File: src/rtl/b64ld_pkg.sv
// ----------------------------------------------------------------------------
// b64ld_pkg
// Shared types, codes and the alphabet lookup for the line-based Base64
// decoder.
// ----------------------------------------------------------------------------
package b64ld_pkg;

  localparam int CharW   = 8;
  localparam int SymW    = 6;
  localparam int AccW    = 12;
  localparam int HeldW   = 4;
  localparam int StatusW = 3;

  localparam logic [CharW-1:0] CHAR_PAD  = 8'h3D;  // '='
  localparam logic [CharW-1:0] CHAR_DASH = 8'h2D;  // '-'

  typedef enum logic [StatusW-1:0] {
    ST_OK        = 3'd0,
    ST_INVALID   = 3'd1,
    ST_BAD_PAD   = 3'd2,
    ST_BAD_LEN   = 3'd3,
    ST_AFTER_PAD = 3'd4,
    ST_HALTED    = 3'd5
  } status_t;

  typedef struct packed {
    logic            ok;
    logic [SymW-1:0] value;
  } sym_t;

  function automatic sym_t sym_lookup(input logic [CharW-1:0] c);
    sym_t s;
    s.ok    = 1'b1;
    s.value = '0;
    if (c >= 8'h41 && c <= 8'h5A) begin
      s.value = SymW'(c - 8'h41);
    end else if (c >= 8'h61 && c <= 8'h7A) begin
      s.value = SymW'(c - 8'h61 + 8'd26);
    end else if (c >= 8'h30 && c <= 8'h39) begin
      s.value = SymW'(c - 8'h30 + 8'd52);
    end else if (c == 8'h2B) begin
      s.value = 6'd62;
    end else if (c == 8'h2F) begin
      s.value = 6'd63;
    end else begin
      s.ok = 1'b0;
    end
    return s;
  endfunction

endpackage

File: src/rtl/base64_line_decoder.sv
// ----------------------------------------------------------------------------
// base64_line_decoder
// Line-oriented Base64 decoder: one character in, one result out.
// ----------------------------------------------------------------------------
// channel  dir  tdata                                tuser        tlast
// s_axis   in   [7:0] char_code                      -            line_end
// m_axis   out  [7:0] data_byte, [10:8] status,      [0] byte_    -
//               [15:11] zero                         valid
//
// One character per cycle while m_axis is not stalled; the result appears in the output
// register in the cycle after the input transfer. Lookup, accumulate and line checks sit
// between the line state registers and the output register.
// The input is stalled only while a result waits and m_axis_tready is low.
// rst is synchronous; after an error, including data after the padded end of stream,
// every later result reads halted until reset.
// ----------------------------------------------------------------------------
module base64_line_decoder (
  input  logic                         clk,
  input  logic                         rst,
  input  logic                         s_axis_tvalid,
  output logic                         s_axis_tready,
  input  logic [b64ld_pkg::CharW-1:0]  s_axis_tdata,   // [7:0] char_code
  input  logic                         s_axis_tlast,   // line_end
  output logic                         m_axis_tvalid,
  input  logic                         m_axis_tready,
  output logic [15:0]                  m_axis_tdata,   // [7:0] data_byte, [10:8] status
  output logic                         m_axis_tuser    // [0] byte_valid
);
  import b64ld_pkg::*;

  logic [AccW-1:0]  acc, acc_next;
  logic [HeldW-1:0] held, held_next;
  logic [1:0]       len, len_next;
  logic             line_start, line_start_next;
  logic             skipping, skipping_next;
  logic             line_pad, line_pad_next;
  logic             pad_seen, pad_seen_next;
  logic             finished, finished_next;
  logic             halted, halted_next;

  logic             out_valid_byte, out_valid_byte_next;
  logic [CharW-1:0] out_byte, out_byte_next;
  status_t          out_status, out_status_next;

  logic             accept;
  sym_t             sym;
  logic [AccW-1:0]  acc_shift;
  logic [HeldW-1:0] held_sum;
  logic             is_dash;
  logic             is_pad;

  assign s_axis_tready = !m_axis_tvalid || m_axis_tready;
  assign accept        = s_axis_tvalid && s_axis_tready;
  assign m_axis_tdata  = {5'b0, out_status, out_byte};
  assign m_axis_tuser  = out_valid_byte;

  assign sym       = sym_lookup(s_axis_tdata);
  assign is_dash   = (s_axis_tdata == CHAR_DASH);
  assign is_pad    = (s_axis_tdata == CHAR_PAD);
  assign acc_shift = {acc[AccW-SymW-1:0], sym.value};
  assign held_sum  = held + HeldW'(SymW);

  always_comb begin
    acc_next            = acc;
    held_next           = held;
    len_next            = len;
    line_start_next     = line_start;
    skipping_next       = skipping;
    line_pad_next       = line_pad;
    pad_seen_next       = pad_seen;
    finished_next       = finished;
    halted_next         = halted;
    out_valid_byte_next = 1'b0;
    out_byte_next       = '0;
    out_status_next     = ST_OK;
    if (halted) begin
      out_status_next = ST_HALTED;
    end else if (line_start && !is_dash && finished) begin
      line_start_next = 1'b0;
      halted_next     = 1'b1;
      out_status_next = ST_AFTER_PAD;
    end else if (skipping || (line_start && is_dash)) begin
      line_start_next = s_axis_tlast;
      skipping_next   = !s_axis_tlast;
      if (s_axis_tlast) begin
        acc_next      = '0;
        held_next     = '0;
        len_next      = '0;
        line_pad_next = 1'b0;
      end
    end else begin
      line_start_next = 1'b0;
      len_next        = len + 2'd1;
      if (is_pad) begin
        line_pad_next = 1'b1;
        pad_seen_next = 1'b1;
      end else if (line_pad) begin
        halted_next     = 1'b1;
        out_status_next = ST_BAD_PAD;
      end else if (!sym.ok) begin
        halted_next     = 1'b1;
        out_status_next = ST_INVALID;
      end else begin
        acc_next = acc_shift;
        if (held_sum >= HeldW'(CharW)) begin
          held_next           = held_sum - HeldW'(CharW);
          out_valid_byte_next = 1'b1;
          unique case (held_sum)
            4'd12:   out_byte_next = acc_shift[11:4];
            4'd10:   out_byte_next = acc_shift[9:2];
            default: out_byte_next = acc_shift[7:0];
          endcase
        end else begin
          held_next = held_sum;
        end
      end
      if (!halted_next && s_axis_tlast) begin
        if (len_next != 2'd0) begin
          halted_next         = 1'b1;
          out_status_next     = ST_BAD_LEN;
          out_valid_byte_next = 1'b0;
          out_byte_next       = '0;
        end else begin
          acc_next        = '0;
          held_next       = '0;
          line_pad_next   = 1'b0;
          skipping_next   = 1'b0;
          line_start_next = 1'b1;
          if (pad_seen_next) begin
            finished_next = 1'b1;
          end
        end
      end
    end
  end

  always_ff @(posedge clk) begin
    if (rst) begin
      acc           <= '0;
      held          <= '0;
      len           <= '0;
      line_start    <= 1'b1;
      skipping      <= 1'b0;
      line_pad      <= 1'b0;
      pad_seen      <= 1'b0;
      finished      <= 1'b0;
      halted        <= 1'b0;
      m_axis_tvalid <= 1'b0;
    end else begin
      if (accept) begin
        acc        <= acc_next;
        held       <= held_next;
        len        <= len_next;
        line_start <= line_start_next;
        skipping   <= skipping_next;
        line_pad   <= line_pad_next;
        pad_seen   <= pad_seen_next;
        finished   <= finished_next;
        halted     <= halted_next;
      end
      if (accept) begin
        m_axis_tvalid <= 1'b1;
      end else if (m_axis_tready) begin
        m_axis_tvalid <= 1'b0;
      end
    end
  end

  always_ff @(posedge clk) begin
    if (accept) begin
      out_valid_byte <= out_valid_byte_next;
      out_byte       <= out_byte_next;
      out_status     <= out_status_next;
    end
  end

`ifndef NO_ASSERTIONS
  a_halt_sticky: assert property (@(posedge clk) disable iff (rst)
    halted |=> halted)
    else $error("halt flag cleared without reset");

  a_byte_only_ok: assert property (@(posedge clk) disable iff (rst)
    (m_axis_tvalid && m_axis_tuser) |-> (out_status == ST_OK))
    else $error("decoded byte reported with error status");

  a_held_even: assert property (@(posedge clk) disable iff (rst)
    (held == 4'd0) || (held == 4'd2) || (held == 4'd4) || (held == 4'd6))
    else $error("bit count out of range");

  a_line_start_clean: assert property (@(posedge clk) disable iff (rst)
    line_start |-> (held == 4'd0 && len == 2'd0 && !line_pad && !skipping))
    else $error("line state not cleared at line start");

  a_halted_status: assert property (@(posedge clk) disable iff (rst)
    (m_axis_tvalid && out_status == ST_HALTED) |-> halted)
    else $error("halted status without halt flag");
`endif

endmodule

File: config.mk
export PLATFORM = sky130hd
export DESIGN_NAME = base64_line_decoder
export DESIGN_NICKNAME = d
export VERILOG_FILES = /design/src/rtl/b64ld_pkg.sv /design/src/rtl/base64_line_decoder.sv
export SDC_FILE = /design/constraint.sdc
export NUM_CORES = 1
export LEC_CHECK = 0
export ABC_AREA = 1
export BUFFER_PORTS_ARGS = -buffer_cell sky130_fd_sc_hd__clkbuf_2
export CORE_MARGIN = 3
export CORE_UTILIZATION = 25
export DETAILED_ROUTE_END_ITERATION = 8
export PLACE_DENSITY_LB_ADDON = 0.1
export SLEW_MARGIN = 5
export SYNTH_ARGS = -nofsm -noshare
export SYNTH_HDL_FRONTEND = slang
export SYNTH_SLANG_ARGS = --single-unit
File: constraint.sdc
create_clock -name clk -period 3.3 [get_ports clk]
set_clock_uncertainty 0.2 [all_clocks]
set_input_delay 0.495 -clock clk [delete_from_list [all_inputs] [get_ports clk]]
set_output_delay 0.495 -clock clk [all_outputs]
set_load 0.01 [all_outputs]
# Word-level counts from Yosys, hierarchy flattened
# Cells that the tools add are included.
[word_totals]
ff_bits = 37
latch_bits = 0
ramBits = 0
rom_bits = 0
inputBits = 13
output_inout_bits = 19
elab_cells = 142
mem_count = 0
[op_classes]
addsub = 8
n_mul = 0
div = 0
order_cmp = 7
eq_ne = 8
shift = 0
n_mux = 76
bitwise = 4
reduce_logical = 24
[op_table]
columns = ["operator", "n"]
rows = [
  ["$mux 12", 7],
  ["$mux 8", 6],
  ["$mux 1", 42],
  ["$eq 8x6->1 const B", 4],
  ["$mux 4", 8],
  ["$mux 6", 5],
  ["$ge 8x7->1 const B", 2],
  ["$le 8x7->1 const B", 2],
  ["$pmux 8 s2", 1],
  ["$sub 6x6->6 const B", 2],
  ["$mux 3", 3],
  ["$eq 4x4->1 const B", 2],
  ["$ge 8x6->1 const B", 1],
  ["$le 8x6->1 const B", 1],
  ["$logic_and 1x1->1", 8],
  ["$mux 2", 4],
  ["$reduce_and 4->1", 2],
  ["$reduce_and 7->1", 1],
  ["$add 6x5->6 const B", 1],
  ["$add 6x6->6 const B", 1],
  ["$reduce_bool 2->1", 3],
  ["$sub 6x1->6 const B", 1],
  ["$reduce_and 5->1", 1],
  ["$add 4x3->4 const B", 1],
  ["other kinds (10)", 18],
]

# Depth between registers and ports, before layout
# Gate-level depths: netlist of the first run.
[depth]
word_depth = 18
ltp_mapped = 17
mapped_depth_nobuf = 16

# Worst setup path after synthesis of the first run
# Ideal clock, no wire load.
[synth_timing]
path_kind = "input to register"
start = "input s_axis_tdata[2] (netlist name)"
end = "register out_status[0], data pin"
setup_ps = 255
t_arrival_ps = 1810
required_ps = 2845
setup_slack_ps = 1035
path_stages = 15
path_buffers = 0
path_cell_list = "inv_1 ha_1 inv_1 o21ai_1 nand2_1 nand2_2 nand2_2 inv_2 nand3_4 nand2_2 nand2_4 nand2_4 o21ai_0 nand2_1 nand2_1"
[synth_between]
elab_chain_cells = 17
elab_cells_between_ends = 38
classes_between = "order compare: 6; eq/ne: 4; mux: 18; reduce/logical: 10"
[synth_rtl]
columns = ["element", "line", "rtl"]
rows = [
  ["from (decl)", "base64_line_decoder.sv:22", "input logic [b64ld_pkg::CharW-1:0] s_axis_tdata,"],
  ["branches (longest 16 deep; another with $ge 8x6->1)", "--", ""],
  ["$mux 1 *", "base64_line_decoder.sv:78", "end else if (line_start && !is_dash && finished) begin"],
  ["to (signal assigned)", "base64_line_decoder.sv:173", "out_status <= out_status_next;"],
  ["to (decl)", "base64_line_decoder.sv:43", "status_t out_status, out_status_next;"],
]
# Mark *: on every way between the ends. The select of a mux whose other input is x is not followed.
# A chain may end at the register's enable or synchronous reset.

# Worst setup path after layout of the first run
[layout_timing]
start = "register held[1]"
end = "register out_byte[7], data pin"
[layout_between]
elab_chain_cells = 9
elab_cells_between_ends = 11
classes_between = "add/sub: 1; order compare: 1; eq/ne: 2; mux: 7"
[layout_rtl]
columns = ["element", "line", "rtl"]
rows = [
  ["from (decl)", "base64_line_decoder.sv:32", "logic [HeldW-1:0] held, held_next;"],
  ["from (signal assigned)", "base64_line_decoder.sv:152", "held <= held_next;"],
  ["$add 4x3->4 *", "base64_line_decoder.sv:61", "assign held_sum = held + HeldW'(SymW);"],
  ["$eq 4x4->1", "base64_line_decoder.sv:108", "unique case (held_sum)"],
  ["$pmux 8 s2", "base64_line_decoder.sv:108", ""],
  ["$mux 8 *", "base64_line_decoder.sv:105", "if (held_sum >= HeldW'(CharW)) begin"],
  ["$mux 8 *", "base64_line_decoder.sv:100", "end else if (!sym.ok) begin"],
  ["$mux 8 *", "base64_line_decoder.sv:97", "end else if (line_pad) begin"],
  ["$mux 8 *", "base64_line_decoder.sv:94", "if (is_pad) begin"],
  ["$mux 8", "base64_line_decoder.sv:118", "if (len_next != 2'd0) begin"],
  ["$mux 8 *", "base64_line_decoder.sv:117", "if (!halted_next && s_axis_tlast) begin"],
  ["to (signal assigned)", "base64_line_decoder.sv:172", "out_byte <= out_byte_next;"],
  ["to (decl)", "base64_line_decoder.sv:42", "logic [CharW-1:0] out_byte, out_byte_next;"],
]
# Mark *: on every way between the ends. The rest lies on a longest branch, timed or not.

==> flow_summary_export.csv, run 1 <==
group,metric,value,unit
run_status,status,"complete, no violations",
floorplanning,rows,34,
placed_design,port_buffers,26,
global_route,grt_use_met1,15.4,%
synth,ys_warn_count,0,
timing,maxSlewViolCount,0,
power,power.switching,321,uW
synth,synth.avg_cell_area,6.83,um^2
timing,tightest_slew,0.752,ns
clock_network,cts-root-buf,"clkbuf_8",
timing,setup_tns,0,ns
worst_setup_path,path_class,"flop to flop",
worst_setup_path,startpoint_type,"flop",
global_route,grtUsageTotal,11.8,%
synth,syn-cell-area,0.00236,mm^2
synth,ys_async_sr_fraction,0,%
timing,fmax,393,MHz
worst_setup_path,cp_max_fo,10,
synth,yosysTopAreaCell,"dfxtp_1",
finish,mostFrequentLayoutCells,"nand2_1, inv_1, nor2_1",
clock_network,cts_tree,"built",
power,pwr-share-comb,26.4,%
route,vias_per_cell,4.51,
timing,final_hold_viol_count,0,
power,ir_drop,0.129,mV
clock_network,path_clk_slew,0.07,ns
route,post-route-drc-count,0,
finish,fin_cells,484,
power,power_density,361,mW/mm^2
clock_network,cts_buffers,5,
floorplanning,dieArea,0.0106,mm^2
worst_setup_path,critPathLaunch,"held[1]",
power,p_int,641,uW
power,clkPwrFrac,29.5,%
min_path,worstHoldStart,"finished",
worst_setup_path,cp_top_family,"simple AND/OR/NAND/NOR gates",
placed_design,post_dp_cell_area,0.00258,mm^2
finish,area_growth,13.0,%
route,drt-pass1-iter-count,4,
placed_design,gp_congestion,0.897,
synth,synth_edf_count,12,
worst_setup_path,crit_top_cell,"o21ai_0",
finish,nets,399,
job,maxCapViolCount,0,
min_path,hold_path.class,"flop to flop",
synth,syn_inst,345,
finish,final_common_cell,"nand2_1",
power,finalPower,962,uW
timing,setup_violations,0,
timing,whs,0.256,ns
placed_design,dp.cells,476,
worst_setup_path,crit_buf_inv,1,
worst_setup_path,end_kind,"flop",
worst_setup_path,required,3.14,ns
global_route,gr-max-usage-layer,"met2",
power,p_leak,1.37,nW
power,p_seq_share,44.1,%
clock_network,cts.sinks,30,
floorplanning,die_h,103,um
floorplanning,ios,32,
timing,rsz0062_at_grt,"no",
finish,fin_area,0.00266,mm^2
route,drt_wl_total,5.99,mm
clock_network,holdBufCountCts,0,
placed_design,dp_hpwl,4.65,mm
global_route,antenna_found_initial,0,
synth,ys.flop_type,"dfxtp_1",
timing,min_period,2.55,ns
synth,synthTopCellsByArea,"dfxtp_1, edfxtp_1, nand2_1",
clock_network,cts_setup_buffers,0,
route,wl_per_cell,12.4,um
route,vias,2185,
synth,yosysUniqueCellTypes,32,
worst_setup_path,slowest_delay,0.60,ns
floorplanning,core-area,0.00893,mm^2
worst_setup_path,crit_path_cell_trace,"inv_1, ha_1, xor2_1, nor3_1, nor2_2, a21oi_1, o21ai_0, o21ai_0, nor2_1",
global_route,grt_max_degree,16,
floorplanning,start_util,26.4,%
global_route,grt_use_met3,2.50,%
global_route,grt_util_met2,18.8,%
global_route,grt_pass1_wl,9.88,mm
worst_setup_path,r2r-start,"held[1]",
timing,maxSlewHeadroom,49.5,%
clock_network,insertion_delay,0.28,ns
worst_setup_path,crit_slowest_cell,"nor3_1",
timing,period_share,77.1,%
power,p_sw_share,33.4,%
synth,ys_ff_latch,30,
clock_network,cts.htree.levels,2,
synth,ys_seq_area_share,30.6,%
finish,drive_above_1_share,17.8,%
route,antenna_left,0,
synth,synth_top_area_share,15.3,%
finish,num_antenna_cells,0,
clock_network,ctsResizeCount,0,
worst_setup_path,cp.arrival,2.38,ns
global_route,grt_remaining_overflow,0,
clock_network,ctsLongestPathBuffers,2,
floorplanning,die_w,103,um
global_route,grt_pass1_vias,2064,
route,drt-initial-drc-count,104,
per-stage QoR:
step / util, % / setup WS [ns]
after CTS: 29.8 / 0.786
after global routing: 29.8 / 0.548
after global placement: 28.9 / 0.395
after detailed placement: 28.9 / 0.525
after floorplan: - / 1.04
final: 29.8 / 0.754
Yosys cell counts (2+ instances only):
cell,count
nor2_8,2
nand3_1,20
nand2_4,6
nor3_1,4
buf_4,6
nand2_2,8
xor2_1,8
nor2_2,3
inv_2,6
nand2_1,88
o21ai_0,24
dfxtp_1,18
a21oi_1,21
nor2_1,35
nand3_4,2
nand4_1,7
buf_6,2
ha_1,11
edfxtp_1,12
inv_1,50
power groups by stage:
stage,clock (mW),sequential (mW),combinational (mW)
after global routing,0.313,0.427,0.291
final,0.284,0.424,0.254
after detailed placement,0,0.432,0.254
after global placement,0,0.432,0.261
after floorplan,0,0.436,0.183
after CTS,0.296,0.424,0.256
flip-flops by register name, indices dropped and copies added, names as in the netlist, 2 cells and up:
name	cells
acc	6
held	3
len	2
out_byte	8
out_status	3
cell type report:
cell class / instances / area (um^2)
clock inverters: 2 / 8.76
fillers: 1000 / 6270
multi-input cells: 252 / 1350
flip-flops and latches: 30 / 721
inverters: 58 / 225
well taps: 108 / 135
clock buffers: 6 / 72.6
repair buffers: 28 / 145
worst min-delay path, stage by stage, from the launching register on:
cell and delay, ns:
dfxtp_1 0.31, inv_1 0.05, a21oi_1 0.05
logic make-up (layout without fill, tap and decap cells):
group | count (synthesis) | after routing | synth area share (%)
AO/OA/AOI/OAI | 48 | 48 | 10.5
other | 1 | 5 | 0.159
adder cells (fa/ha/maj) | 11 | 11 | 5.84
buffers and inverters | 67 | 94 | 12.6
AND/OR/NAND/NOR | 179 | 179 | 37.0
flip-flops | 30 | 30 | 30.6
XOR/XNOR | 9 | 9 | 3.35
worst paths after layout:
| kind | to | slack, ns | depth (start not counted) |
|---|---|---|---|
| worst max-delay path | out_byte[7] | 0.75 | 9 |
| worst min-delay path | finished | 0.26 | 2 |
| worst max register to register | out_byte[7] | 0.75 | 9 |
| worst min register to register | finished | 0.26 | 2 |
metal layers:
layer  vias to the layer above  share of wire (%)  wire length, um
li1                       1139                  -                -
met1                       967                 48             2870
met2                        61                 45             2680
met3                        18                4.6              277
met4                         0                2.7              160
met5                         -                  0                0
Power figures use the tool's default switching activity.
==> run 2, diff against run 1 <==
==> constraint.sdc (replaced) <==
create_clock -name clk -period 2.55 [get_ports clk]
set_clock_uncertainty 0.2 [all_clocks]
set_input_delay 0.3825 -clock clk [delete_from_list [all_inputs] [get_ports clk]]
set_output_delay 0.3825 -clock clk [all_outputs]
set_load 0.01 [all_outputs]
==> run 2 against run 1 <==
  * Via count grew 0.82%
  * Final area is 6.1% higher
  * Global-route usage increased by 0.60 points
  * Combinational power is 41% higher
  * Worst setup slack worse by 0.51 ns
  * Routed wire length rose by 2.0%
  * Utilization increased by 1.8 points
  * Cell count grew 4.3%
  * Non-clock buffer count grew 21
  * Die area unchanged
  * Total power is 32% higher
  * Sequential cell count is the same
  * Largest cell class unchanged
==> flow_summary_export.csv, run 2 (synthesis gave the netlist of run 1 again) <==
group,metric,value,unit
placed_design,gp_congestion,0.874,
finish,mostFrequentLayoutCells,"nand2_1, inv_1, nor2_1",
placed_design,dp.cells,497,
finish,drive_above_1_share,22.4,%
timing,fmax,434,MHz
finish,fin_cells,505,
global_route,grt_max_degree,16,
placed_design,dp_slack,-0.0199,ns
worst_setup_path,crit_slowest_cell,"nor3_2",
global_route,grt_pass1_vias,2136,
worst_setup_path,crit_buf_inv,2,
worst_setup_path,reg2reg_depth,10,
route,drt-initial-drc-count,80,
min_path,hold_end,"m_axis_tvalid",
worst_setup_path,crit_path_cell_trace,"inv_1, ha_1, xor2_1, nor3_2, nor2_2, buf_4, a21oi_1, o21ai_0, o21ai_0, nor2_1",
worst_setup_path,end_kind,"flop",
min_path,min_path_cells,2,
timing,maxSlewViolCount,0,
placed_design,dp_hpwl,4.88,mm
clock_network,path_clk_slew,0.07,ns
floorplanning,die_h,103,um
finish,fin_area,0.00282,mm^2
finish,final_common_cell,"nand2_1",
route,post-route-drc-count,0,
floorplanning,start_util,26.4,%
worst_setup_path,cp_max_fo,6,
power,finalPower,1.27,mW
worst_setup_path,startpoint_type,"flop",
timing,period_share,90.4,%
floorplanning,dieArea,0.0106,mm^2
clock_network,cts-root-buf,"clkbuf_8",
finish,nets,420,
placed_design,port_buffers,26,
timing,min_period,2.31,ns
clock_network,cts_setup_buffers,0,
timing,setup_violations,0,
worst_setup_path,cp_top_family,"simple AND/OR/NAND/NOR gates",
worst_setup_path,required,2.39,ns
floorplanning,ios,32,
worst_setup_path,path_class,"flop to flop",
finish,largestRegisters,"out_byte (8), acc (6)",
min_path,hold_path.class,"primary input to flop",
power,power_density,451,mW/mm^2
finish,fin_util,31.6,%
min_path,worstHoldStart,"rst",
clock_network,ctsLongestPathBuffers,2,
global_route,grt_remaining_overflow,0,
route,wl_per_cell,12.1,um
route,vias_per_cell,4.36,
timing,whs,0.155,ns
route,antenna_left,0,
placed_design,post_dp_cell_area,0.00274,mm^2
power,ir_drop,0.162,mV
route,drt-pass1-iter-count,4,
finish,largest_register,"out_byte",
worst_setup_path,r2r-start,"held[1]",
job,maxCapViolCount,0,
worst_setup_path,cp.arrival,2.14,ns
floorplanning,core-area,0.00893,mm^2
worst_setup_path,slowest_delay,0.36,ns
power,p_leak,1.47,nW
timing,worst_slack,0.244,ns
timing,final_hold_viol_count,0,
finish,area_growth,19.9,%
clock_network,cts.htree.levels,2,
finish,num_antenna_cells,0,
route,drt_wl_total,6.11,mm
route,vias,2203,
finish,num-fill-cells,987,
global_route,antenna_found_initial,0,
timing,rsz0062_at_grt,"no",
clock_network,cts.sinks,30,
global_route,grt_pass1_wl,10.3,mm
worst_setup_path,r2r-end,"out_byte[4]",
worst_setup_path,crit_top_cell,"o21ai_0",
clock_network,cts_tree,"built",
run_status,status,"complete, no violations",
clock_network,insertion_delay,0.28,ns
worst_setup_path,reg2reg_slack,0.24,ns
global_route,grtUsageTotal,12.4,%
clock_network,cts_buffers,5,
floorplanning,die_w,103,um
timing,setup_tns,0,ns
floorplanning,rows,34,
finish,largest_reg_flops,8,
==> run 2: per-layer routing <==
layer,up-vias,part of all wire [%],track usage [%]
li1,1181,-,-
met1,963,48,16.2
met2,53,46,20.0
met3,6,4.6,3.38
met4,0,1.3,3.49
met5,-,0,0
==> run 2: power breakdown <==
group	leakage (nW)	switching (mW)	internal [mW]
clock network	0.0426	0.181	0.187
registers	0.268	0.0140	0.534
logic	1.16	0.227	0.129
==> run 2: worst max path at each step <==
stage,startpoint,end,slack (ns),cells after the start
floorplan,held[1],out_byte[6],0.38,9
global placement,held[1],out_byte[4],-0.08,10
detailed placement,held[1],out_byte[4],-0.02,10
CTS,held[1],out_byte[4],0.22,10
global route,held[1],out_byte[4],0.02,10
finish,held[1],out_byte[4],0.24,10
==> run 2: repair_timing <==
action / in CTS / in global routing
hold buffers: 0 / 0
gates resized for setup: 1 / 0
endpoints found under the setup margin: 1 / 0
endpoints found under the hold margin: 0 / 0
==> run 2: cell type report <==
| type | instances | area [um^2] | share of cell area [%] |
|---|---|---|---|
| inverters | 58 | 225 | 7.98 |
| clock inverters | 2 | 8.76 | 0.310 |
| repair buffers | 49 | 303 | 10.7 |
| well taps | 108 | 135 | 4.79 |
| flip-flops and latches | 30 | 721 | 25.5 |
| multi-input cells | 252 | 1360 | 48.1 |
| clock buffers | 6 | 72.6 | 2.57 |
==> run 3, diff against run 2 <==
--- a/config.mk
+++ b/config.mk
@@ -7,9 +7,9 @@
 export LEC_CHECK = 0
 export ABC_AREA = 1
 export BUFFER_PORTS_ARGS = -buffer_cell sky130_fd_sc_hd__clkbuf_2
-export CORE_MARGIN = 3
 export CORE_UTILIZATION = 25
 export DETAILED_ROUTE_END_ITERATION = 8
+export GPL_TIMING_DRIVEN = 0
 export PLACE_DENSITY_LB_ADDON = 0.1
 export SLEW_MARGIN = 5
 export SYNTH_ARGS = -nofsm -noshare
==> constraint.sdc (replaced) <==
create_clock -name clk -period 2.6 [get_ports clk]
set_clock_uncertainty 0.2 [all_clocks]
set_input_delay 0.39 -clock clk [delete_from_list [all_inputs] [get_ports clk]]
set_output_delay 0.39 -clock clk [all_outputs]
set_load 0.01 [all_outputs]
==> run 3 against run 2 <==
  * Non-clock buffer count fell by 16
  * Die area decreased by 7.6%
  * Routed wire length down 6.1%
  * Worst setup slack worse by 0.025 ns
  * Sequential share of layout area up 0.88 points
  * Clock power shrank 2%
  * Clock-buffer cell count is 2 higher
  * Register-to-register slack lost 0.03 ns
  * Sequential cell count unchanged
  * Critical path type unchanged
  * Critical endpoint is now out_byte[7]
  * Highest routed layer unchanged
==> flow_summary_export.csv, run 3 (synthesis gave the netlist of run 1 again) <==
group,metric,value,unit
run_status,status,"complete, no violations",
timing,whs,0.179,ns
clock_network,path_clk_slew,0.07,ns
global_route,grt_pass1_wl,9.81,mm
timing,setup_violations,0,
route,drt-initial-drc-count,68,
timing,final_hold_viol_count,0,
worst_setup_path,cp_max_fo,10,
floorplanning,ios,32,
placed_design,gp_congestion,0.766,
placed_design,dp_hpwl,4.47,mm
floorplanning,rows,35,
timing,rsz0062_at_grt,"no",
finish,multi_input_area,0.00137,mm^2
worst_setup_path,startpoint_type,"flop",
route,vias,2174,
worst_setup_path,end_kind,"flop",
floorplanning,dieArea,0.00982,mm^2
worst_setup_path,cp.arrival,2.22,ns
worst_setup_path,path_class,"flop to flop",
global_route,grt_util_met2,20.2,%
power,ir_drop,0.174,mV
clock_network,cts-root-buf,"clkbuf_8",
placed_design,port_buffers,24,
finish,largest_reg_flops,8,
timing,period_share,91.6,%
route,drt_wl_total,5.74,mm
timing,maxSlewViolCount,0,
power,power_density,452,mW/mm^2
clock_network,cts.sinks,30,
finish,num-fill-cells,1036,
global_route,gr-max-usage-layer,"met2",
clock_network,cts.htree.levels,2,
timing,min_period,2.38,ns
floorplanning,start_util,25.6,%
worst_setup_path,required,2.44,ns
timing,maxSlewHeadroom,59.3,%
floorplanning,die_w,99.1,um
clock_network,cts_buffers,5,
global_route,grt_pass1_vias,2012,
finish,area_growth,15.9,%
power,finalPower,1.23,mW
finish,fin_area,0.00273,mm^2
clock_network,cts_tree,"built",
route,post-route-drc-count,0,
clock_network,ctsLongestPathBuffers,2,
global_route,grt_use_met3,2.55,%
finish,final_common_cell,"nand2_1",
clock_network,cts_setup_buffers,0,
global_route,grt_max_degree,15,
global_route,grtUsageTotal,12.7,%
floorplanning,core-area,0.00920,mm^2
placed_design,post_dp_cell_area,0.00263,mm^2
finish,nets,404,
finish,largest_register,"out_byte",
route,antenna_left,0,
finish,regArea,721,um^2
job,maxCapViolCount,0,
floorplanning,die_h,99.1,um
route,wl_per_cell,11.7,um
finish,num_antenna_cells,0,
finish,mostFrequentLayoutCells,"nand2_1, inv_1, nor2_1",
finish,drive_above_1_share,19.7,%
global_route,antenna_found_initial,0,
global_route,grt_use_met1,17.3,%
clock_network,insertion_delay,0.28,ns
finish,largestRegisters,"out_byte (8), acc (6)",
power,p_leak,1.40,nW
timing,fmax,420,MHz
timing,tightest_slew,0.610,ns
route,vias_per_cell,4.42,
timing,setup_tns,0,ns
global_route,grt_remaining_overflow,0,
min_path,hold_path.class,"primary input to flop",
route,drt-pass1-iter-count,4,
==> run 3: critical path: stages, from the launching register on <==
cell and delay (ns):
dfxtp_1 0.37, inv_1 0.10, ha_1 0.34, inv_1 0.06, nor3_2 0.47, nor2_4 0.16
a21oi_1 0.19, o21ai_0 0.11, o21ai_0 0.09, nor2_1 0.06
==> run 3: report_power, final <==
part	internal, mW	switching (mW)	total [mW]
Sequential	0.524	0.0136	0.538
Combinational	0.113	0.220	0.333
Clock	0.190	0.172	0.362
==> run 3: cell type report <==
type                    count  share of cell area (%)
clock buffers               8                    2.93
multi-input cells         252                    50.3
well taps                 111                    5.09
plain buffers               9                    2.61
flip-flops and latches     30                    26.4
repair buffers             24                    4.40
inverters                  58                    8.25
==> run 3: final timing paths <==
path	from	cells past startpoint	slack, ns	to
worst min-delay path	rst	2	0.18	m_axis_tvalid
worst max register to register	held[1]	9	0.22	out_byte[7]
worst max-delay path	held[1]	9	0.22	out_byte[7]
worst min register to register	pad_seen	2	0.25	pad_seen
==> run 3: what timing repair did <==
| item | 4_1_cts | 5_1_grt |
|---|---|---|
| hold buffers | 0 | 0 |
| setup endpoints to repair | 3 | 8 |
| endpoints found under the hold margin | 0 | 0 |
| resized for setup | 1 | 6 |
==> run 3: stage by stage <==
step	cells	utilization (%)	worst slack [ns]
final	492	29.7	0.219
after global routing	492	29.7	0.0545
after CTS	492	29.5	0.116
after detailed placement	484	28.6	-0.175
after global placement	484	28.6	-0.176
after floorplan	349	-	0.432
==> run 3: metal layers <==
layer  vias to the layer above  part of all wire, %
li1                       1151                    -
met4                         0                  2.2
met1                       962                   50
met2                        49                   44
met5                         -                    0
met3                        12                  3.6
